[config.mk]
export PLATFORM = sky130hd
export DESIGN_NAME = bound_table_coverage_checker_unit
export DESIGN_NICKNAME = d
export VERILOG_FILES = /design/src/rtl/btcc_pkg.sv /design/src/rtl/bound_table_coverage_checker_unit.sv /design/src/rtl/btcc_bound_mem.sv
export SDC_FILE = /design/constraint.sdc
export NUM_CORES = 2
export LEC_CHECK = 0
export BUFFER_PORTS_ARGS = -buffer_cell sky130_fd_sc_hd__buf_2
export CORE_ASPECT_RATIO = 1.1
export CORE_UTILIZATION = 65
export DETAILED_ROUTE_END_ITERATION = 6
export GPL_ROUTABILITY_DRIVEN = 1
export PLACE_DENSITY = 0.83
export SYNTH_ARGS = -nofsm -noshare
export SYNTH_HDL_FRONTEND = slang
export SYNTH_HIERARCHICAL = 1
export SYNTH_SLANG_ARGS = --single-unit
export TNS_END_PERCENT = 5
[constraint.sdc]
create_clock -name clk -period 20.6 [get_ports clk]
set_input_delay 4.12 -clock clk [delete_from_list [all_inputs] [get_ports clk]]
set_output_delay 4.12 -clock clk [all_outputs]
set_load 0.02 [all_outputs]
[src/rtl/btcc_pkg.sv]
// ----------------------------------------------------------------------------
// btcc_pkg: shared types and constants of the bound table coverage checker.
// Holds operation codes, config bit positions and the slot count default.
// ----------------------------------------------------------------------------
package btcc_pkg;

    localparam int SLOTS_DEFAULT = 16;
    localparam int ADDR_W        = 64;
    localparam int CFG_W         = 4;
    localparam int SEL_W         = 4;
    localparam int CFG_VALID_BIT = 3;

    typedef enum logic [2:0] {
        OP_ALLOC    = 3'd0,
        OP_FREE     = 3'd1,
        OP_FREE_ALL = 3'd2,
        OP_CHECK    = 3'd3,
        OP_READ     = 3'd4
    } op_t;

    // Request to the bound memory: one read and one write.
    typedef struct packed {
        logic              rd_en;
        logic [SEL_W-1:0]  rd_addr;
        logic              wr_en;
        logic [SEL_W-1:0]  wr_addr;
        logic [ADDR_W-1:0] wr_lo;
        logic [ADDR_W-1:0] wr_hi;
    } mem_req_t;

endpackage

[src/rtl/bound_table_coverage_checker_unit.sv]
// ----------------------------------------------------------------------------
// bound_table_coverage_checker_unit: top level.
// Bound table with alloc, free, free-all, read and range coverage check.
//
//   channel   direction  handshake          payload
//   request   in         start && !busy     kind perm_bits range_lo range_hi slot_sel
//   result    out        done (one cycle)   ok slot_out covered slot_cfg
//
// Alloc, free, free-all and read pass from idle through the exec and done states.
// A check walks the bound memory one slot per cycle in passes of SLOTS reads,
// each closed by the last state, which folds in the last slot, until a pass
// changes nothing.
// Reset clears every config at once; bounds need no clearing.
// busy is high from an accepted request until the cycle its result is shown.
// ----------------------------------------------------------------------------
module bound_table_coverage_checker_unit #(
    parameter int SLOTS = btcc_pkg::SLOTS_DEFAULT
) (
    input  logic                          clk,
    input  logic                          rst_n,
    input  logic                          start,
    output logic                          busy,
    input  logic [2:0]                    kind,
    input  logic [3:0]                    perm_bits,
    input  logic [btcc_pkg::ADDR_W-1:0]   range_lo,
    input  logic [btcc_pkg::ADDR_W-1:0]   range_hi,
    input  logic [btcc_pkg::SEL_W-1:0]    slot_sel,
    output logic                          done,
    output logic                          ok,
    output logic [3:0]                    slot_out,
    output logic                          covered,
    output logic [3:0]                    slot_cfg
);

    localparam int IW = (SLOTS > 1) ? $clog2(SLOTS) : 1;
    localparam logic [btcc_pkg::ADDR_W-1:0] ADDR_MAX = '1;

    typedef enum logic [2:0] {ST_IDLE, ST_EXEC, ST_SCAN, ST_LAST, ST_DONE} state_t;

    state_t                          state_reg;
    logic [2:0]                      kind_reg;
    logic [3:0]                      perm_reg;
    logic [btcc_pkg::ADDR_W-1:0]     lo_reg, hi_reg, end_reg;
    logic [btcc_pkg::SEL_W-1:0]      sel_reg;
    logic [btcc_pkg::CFG_W-1:0]      cfg_reg [SLOTS];
    logic [IW-1:0]                   idx_reg, cmp_idx_reg;
    logic                            cmp_vld_reg, changed_reg;
    logic [btcc_pkg::CFG_W-1:0]      cfg_next [SLOTS];
    logic [btcc_pkg::ADDR_W-1:0]     end_next;
    logic                            changed_next;

    btcc_pkg::mem_req_t              req;
    logic [btcc_pkg::ADDR_W-1:0]     rd_lo, rd_hi;

    btcc_bound_mem #(.SLOTS(SLOTS)) u_mem (
        .clk   (clk),
        .req   (req),
        .rd_lo (rd_lo),
        .rd_hi (rd_hi)
    );

    // Lowest free slot for alloc.
    logic              found;
    logic [IW-1:0]     free_idx;
    always_comb
    begin
        found    = 1'b0;
        free_idx = '0;
        for (int i = SLOTS - 1; i >= 0; i--)
        begin
            if (!cfg_reg[i][btcc_pkg::CFG_VALID_BIT])
            begin
                found    = 1'b1;
                free_idx = IW'(i);
            end
        end
    end

    logic sel_in_range;
    assign sel_in_range = 32'(sel_reg) < SLOTS;

    logic [btcc_pkg::ADDR_W-1:0] up_al;
    assign up_al = (hi_reg > ADDR_MAX - 64'd7) ? ADDR_MAX
                 : ((hi_reg + 64'd7) & ~64'd7);

    always_comb
    begin
        req          = '0;
        req.rd_en    = (state_reg == ST_SCAN);
        req.rd_addr  = btcc_pkg::SEL_W'(idx_reg);
        req.wr_en    = (state_reg == ST_EXEC) && (kind_reg == btcc_pkg::OP_ALLOC) && found;
        req.wr_addr  = btcc_pkg::SEL_W'(free_idx);
        req.wr_lo    = lo_reg & ~64'd7;
        req.wr_hi    = up_al;
    end

    // Chain step on the entry read last cycle.
    logic [btcc_pkg::CFG_W-1:0] cc;
    logic elig, reach, join_e;
    always_comb
    begin
        cc     = cfg_reg[cmp_idx_reg];
        elig   = cc[btcc_pkg::CFG_VALID_BIT] && ((cc[2:0] & perm_reg[2:0]) != 3'd0);
        reach  = (end_reg == ADDR_MAX) || (rd_lo <= end_reg + 64'd1);
        join_e = cmp_vld_reg && elig && reach && (rd_hi > end_reg);
        end_next     = join_e ? rd_hi : end_reg;
        changed_next = changed_reg || join_e;
    end

    always_comb
    begin
        for (int i = 0; i < SLOTS; i++)
            cfg_next[i] = cfg_reg[i];
        if (state_reg == ST_EXEC)
        begin
            unique case (kind_reg)
                btcc_pkg::OP_ALLOC:
                    if (found)
                        cfg_next[free_idx] = perm_reg | 4'b1000;
                btcc_pkg::OP_FREE:
                    if (sel_in_range)
                        cfg_next[sel_reg[IW-1:0]][btcc_pkg::CFG_VALID_BIT] = 1'b0;
                btcc_pkg::OP_FREE_ALL:
                    for (int i = 0; i < SLOTS; i++)
                        cfg_next[i] = '0;
                default: ;
            endcase
        end
    end

    assign busy = (state_reg != ST_IDLE);

    always_ff @(posedge clk or negedge rst_n)
    begin
        if (!rst_n)
        begin
            state_reg   <= ST_IDLE;
            done        <= 1'b0;
            cmp_vld_reg <= 1'b0;
            for (int i = 0; i < SLOTS; i++)
                cfg_reg[i] <= '0;
        end
        else
        begin
            done <= 1'b0;
            for (int i = 0; i < SLOTS; i++)
                cfg_reg[i] <= cfg_next[i];
            unique case (state_reg)
                ST_IDLE:
                    if (start)
                    begin
                        kind_reg  <= kind;
                        perm_reg  <= perm_bits;
                        lo_reg    <= range_lo;
                        hi_reg    <= range_hi;
                        sel_reg   <= slot_sel;
                        end_reg   <= range_lo;
                        state_reg <= ST_EXEC;
                    end
                ST_EXEC:
                begin
                    ok       <= 1'b0;
                    slot_out <= '0;
                    covered  <= 1'b0;
                    slot_cfg <= '0;
                    idx_reg  <= '0;
                    changed_reg <= 1'b0;
                    state_reg <= ST_DONE;
                    unique case (kind_reg)
                        btcc_pkg::OP_ALLOC:
                        begin
                            ok       <= found;
                            slot_out <= found ? 4'(free_idx) : 4'd0;
                        end
                        btcc_pkg::OP_FREE:     ok <= sel_in_range;
                        btcc_pkg::OP_FREE_ALL: ok <= 1'b1;
                        btcc_pkg::OP_CHECK:    state_reg <= ST_SCAN;
                        btcc_pkg::OP_READ:
                        begin
                            ok       <= sel_in_range;
                            slot_cfg <= sel_in_range ? cfg_reg[sel_reg[IW-1:0]] : 4'd0;
                        end
                        default: ;
                    endcase
                end
                ST_SCAN:
                begin
                    end_reg     <= end_next;
                    changed_reg <= changed_next;
                    cmp_vld_reg <= 1'b1;
                    cmp_idx_reg <= idx_reg;
                    if (32'(idx_reg) == SLOTS - 1)
                    begin
                        idx_reg   <= '0;
                        state_reg <= ST_LAST;
                    end
                    else
                        idx_reg <= idx_reg + IW'(1);
                end
                ST_LAST:
                begin
                    // Fold in the last slot of the pass, then decide on another pass.
                    cmp_vld_reg <= 1'b0;
                    end_reg     <= end_next;
                    changed_reg <= 1'b0;
                    if (changed_next)
                        state_reg <= ST_SCAN;
                    else
                    begin
                        ok        <= 1'b1;
                        covered   <= hi_reg <= end_next;
                        state_reg <= ST_DONE;
                    end
                end
                ST_DONE:
                begin
                    done      <= 1'b1;
                    state_reg <= ST_IDLE;
                end
                default: state_reg <= ST_IDLE;
            endcase
        end
    end

    a_done_idle: assert property (@(posedge clk) disable iff (!rst_n)
        done |-> state_reg == ST_IDLE) else $error("result outside idle");
    a_one_result: assert property (@(posedge clk) disable iff (!rst_n)
        done |=> !done) else $error("result held for two cycles");
    a_cov_ok: assert property (@(posedge clk) disable iff (!rst_n)
        (done && covered) |-> ok) else $error("covered without ok");
    a_accept: assert property (@(posedge clk) disable iff (!rst_n)
        (start && !busy) |=> state_reg == ST_EXEC) else $error("request lost");

endmodule

[src/rtl/btcc_bound_mem.sv]
// ----------------------------------------------------------------------------
// btcc_bound_mem: bound storage.
// Synchronous memory of lower and upper addresses, one read with a registered
// result and one write per cycle.
// ----------------------------------------------------------------------------
module btcc_bound_mem #(
    parameter int SLOTS = btcc_pkg::SLOTS_DEFAULT
) (
    input  logic                         clk,
    input  btcc_pkg::mem_req_t           req,
    output logic [btcc_pkg::ADDR_W-1:0]  rd_lo,
    output logic [btcc_pkg::ADDR_W-1:0]  rd_hi
);

    localparam int IW = (SLOTS > 1) ? $clog2(SLOTS) : 1;

    logic [btcc_pkg::ADDR_W-1:0] mem_lo [SLOTS];
    logic [btcc_pkg::ADDR_W-1:0] mem_hi [SLOTS];

    // Addresses from the control logic always stay below SLOTS.
    always_ff @(posedge clk)
    begin
        if (req.wr_en)
        begin
            mem_lo[req.wr_addr[IW-1:0]] <= req.wr_lo;
            mem_hi[req.wr_addr[IW-1:0]] <= req.wr_hi;
        end
        if (req.rd_en)
        begin
            rd_lo <= mem_lo[req.rd_addr[IW-1:0]];
            rd_hi <= mem_hi[req.rd_addr[IW-1:0]];
        end
    end

endmodule

==> flow_summary.ini <==
[worst_hold_path]
hold_class = register to register

[sta]
fin_crit_sh_pct = 46.70
finalSetupViolations = 0
fin_crit_ns = 9.620
skew_ns = 0.04064
max_slew.worst_pin.slew_ns = 1.347
drv_slew = 0
hold_viol_final = 0
fmax_mhz = 103.9
holdWs_ns = 0.4620
max_slew_margin_pct = 9.600
layout_setup_ws_ns = 10.98
rsz0062_at_grt = no
finalSetupTns_ns = 0

[worst_setup_path]
worst_ep_arrival_time_ns = 10.28
critical_path_class = register to register
critPathLaunchType = register
crit_buf_inv = 2
end_kind = register
cpPeakStageDelay_ns = 0.96
cp_top_family = simple AND/OR/NAND/NOR gates
cp.required_ns = 21.26
critPathMaxFanout = 37
crit_slowest_cell = a2111oi_0

[clock_network]
clkSinkCount = 2463
clockBufferDepth = 3
cts-root-buf = clkbuf_16
clk_pin_slew_ns = 0.07
numCtsBuffers = 221
cts_hold_buf = 0
cts_resized = 0
clk_latency_ns = 0.87
cts_max_level = 4
cts_setup_buffers = 0
cts_tree = built

[layout]
drive_gt1_share_pct = 20.86
areaGrowthSynthToFinish_pct = 10.50
n_fill_cell = 8387
final_nets = 5849
regArea_um2 = 73620
final_area_um2 = 110300
multi_input_area_um2 = 25130

[pwr]
p_int_uw = 8852
pwr-share-clk_pct = 33.3
swShare_pct = 27.41
switchingPower_uw = 3342
combPwrFrac_pct = 16.7
peakVddDrop_v = 0.0001177
power_frac_seq_pct = 50.0
p_per_area_nw_per_um2 = 110.5
leakage_uw = 0.03598

[die]
coreArea_um2 = 152200
die_w_um = 375.7
fp.dieH_um = 413.1
rows = 150
ioPinCount = 154
dieArea_um2 = 155200
floorplan.initialDensity_pct = 65.61

[yosys]
syn-cell-area_um2 = 99860
synth-warning-count = 6
synthDominantAreaCellType = edfxtp_1
ys_seq_area_share_pct = 73.72
yosys.cell_types.count = 66
synth_flop_cell = edfxtp_1
ys_top_cells_by_area = edfxtp_1 (72%), mux4_2 (12%), ha_1 (2.4%)
ys_ff_latch = 2463
synth_commonest_cells = edfxtp_1 (2,394), mux4_2 (512), nand2_1 (277)
synth_edf_count = 2394
synthCells = 5229
avgSynthCellArea_um2 = 19.10
yosysMostFrequentCell = edfxtp_1
synthArstFlopShare_pct = 2.801
synth_top_area_share_pct = 71.99

[run_status]
status = complete, but fails checks
violations = DRC

[detailed_routing]
firstDrtPassIters = 7
drc = 2
wl_per_cell_um = 35.38
antenna_left = 0
routed_via_density = 7.198
vias = 55811
routed_wirelength_mm = 274.4
initialDrtViolationCount = 8579

[global_route]
antenna_found_initial = 11
grtUsageTotal_pct = 35.79
grt_pass1_vias = 55979
overflow = 0
grt_max_degree = 136
grt_first_pass_wirelength_mm = 388.4

[place]
io_buffers = 152
dp.final_hpwl_mm = 148.3
post-place-ws_ns = 11.21
dpl_cell_area_um2 = 103300
gp_congestion = 0.9523

[flow_run]
cap_violations = 0
==> cells by family after synthesis <==
group	after synthesis	share of synthesized area [%]
compound gates	635	4.096
mux	698	13.50
xor+xnor	114	0.9999
buf+inv	328	1.466
simple gates	796	3.780
other cells	1	0.003755
fa+ha+maj	194	2.431
flops	2463	73.72
==> through the flow <==
step | total power [uW] | cells | utilization, %
2_1_floorplan | 7448 | 5276 | -
3_3_place_gp | 8069 | 7342 | 67.88
3_5_place_dp | 8139 | 7342 | 67.88
4_1_cts | 12170 | 7753 | 72.49
5_1_grt | 12490 | 7754 | 72.49
6_report | 12190 | 7754 | 72.49
==> layer usage <==
layer  up-vias  track usage (%)  share of wire, %
li1      21871                -                 -
met4         4            20.44               6.5
met5         -                0            0.0077
met3       852            8.367                14
met1     28211            46.69                32
met2      4873            56.14                47
==> cell type report <==
type	count	area share (%)
Antenna cell	1	0.002268
Clock buffer	289	5.301
Clock inverter	122	1.056
Inverter	85	0.2937
Multi-Input combinational cell	2485	22.78
Sequential cell	2463	66.72
Tap cell	2052	2.327
Timing Repair Buffer	257	1.529
==> worst paths after layout <==
kind | cells past startpoint | to | from | slack, ns
worst min register to register | 0 | cmp_idx_reg[1] | idx_reg[1] | 0.46
worst max-delay path | 27 | covered | end_reg[1] | 10.98
worst min-delay path | 0 | cmp_idx_reg[1] | idx_reg[1] | 0.46
min in group asynchronous | 1 | done | rst_n | 3.18
worst max register to register | 27 | covered | end_reg[1] | 10.98
max in group asynchronous | 2 | cfg_reg[31] | rst_n | 16.27
==> layout by cell type, fill, tap and decap left out, types with 94 or more instances in the layout <==
master     synthesis  routed
a22oi_1          214     214
nor2_1           183     168
clkbuf_16          0     224
mux2i_1          113     113
edfxtp_1        2394    2394
buf_2             77     152
ha_1             194     194
mux4_2           512     512
o21ai_0          111     110
buf_4             18      94
nand2_1          277     277
a21oi_1          192     192
==> power by group through the flow <==
stage | combinational [uW] | clock (uW) | sequential, uW
after CTS | 2000 | 4070 | 6090
after global routing | 2140 | 4240 | 6110
after detailed placement | 1950 | 0 | 6190
after global placement | 1890 | 0 | 6180
final | 2040 | 4050 | 6100
after floorplan | 1360 | 0 | 6080
Note: power is estimated with default switching activity, not from simulation.
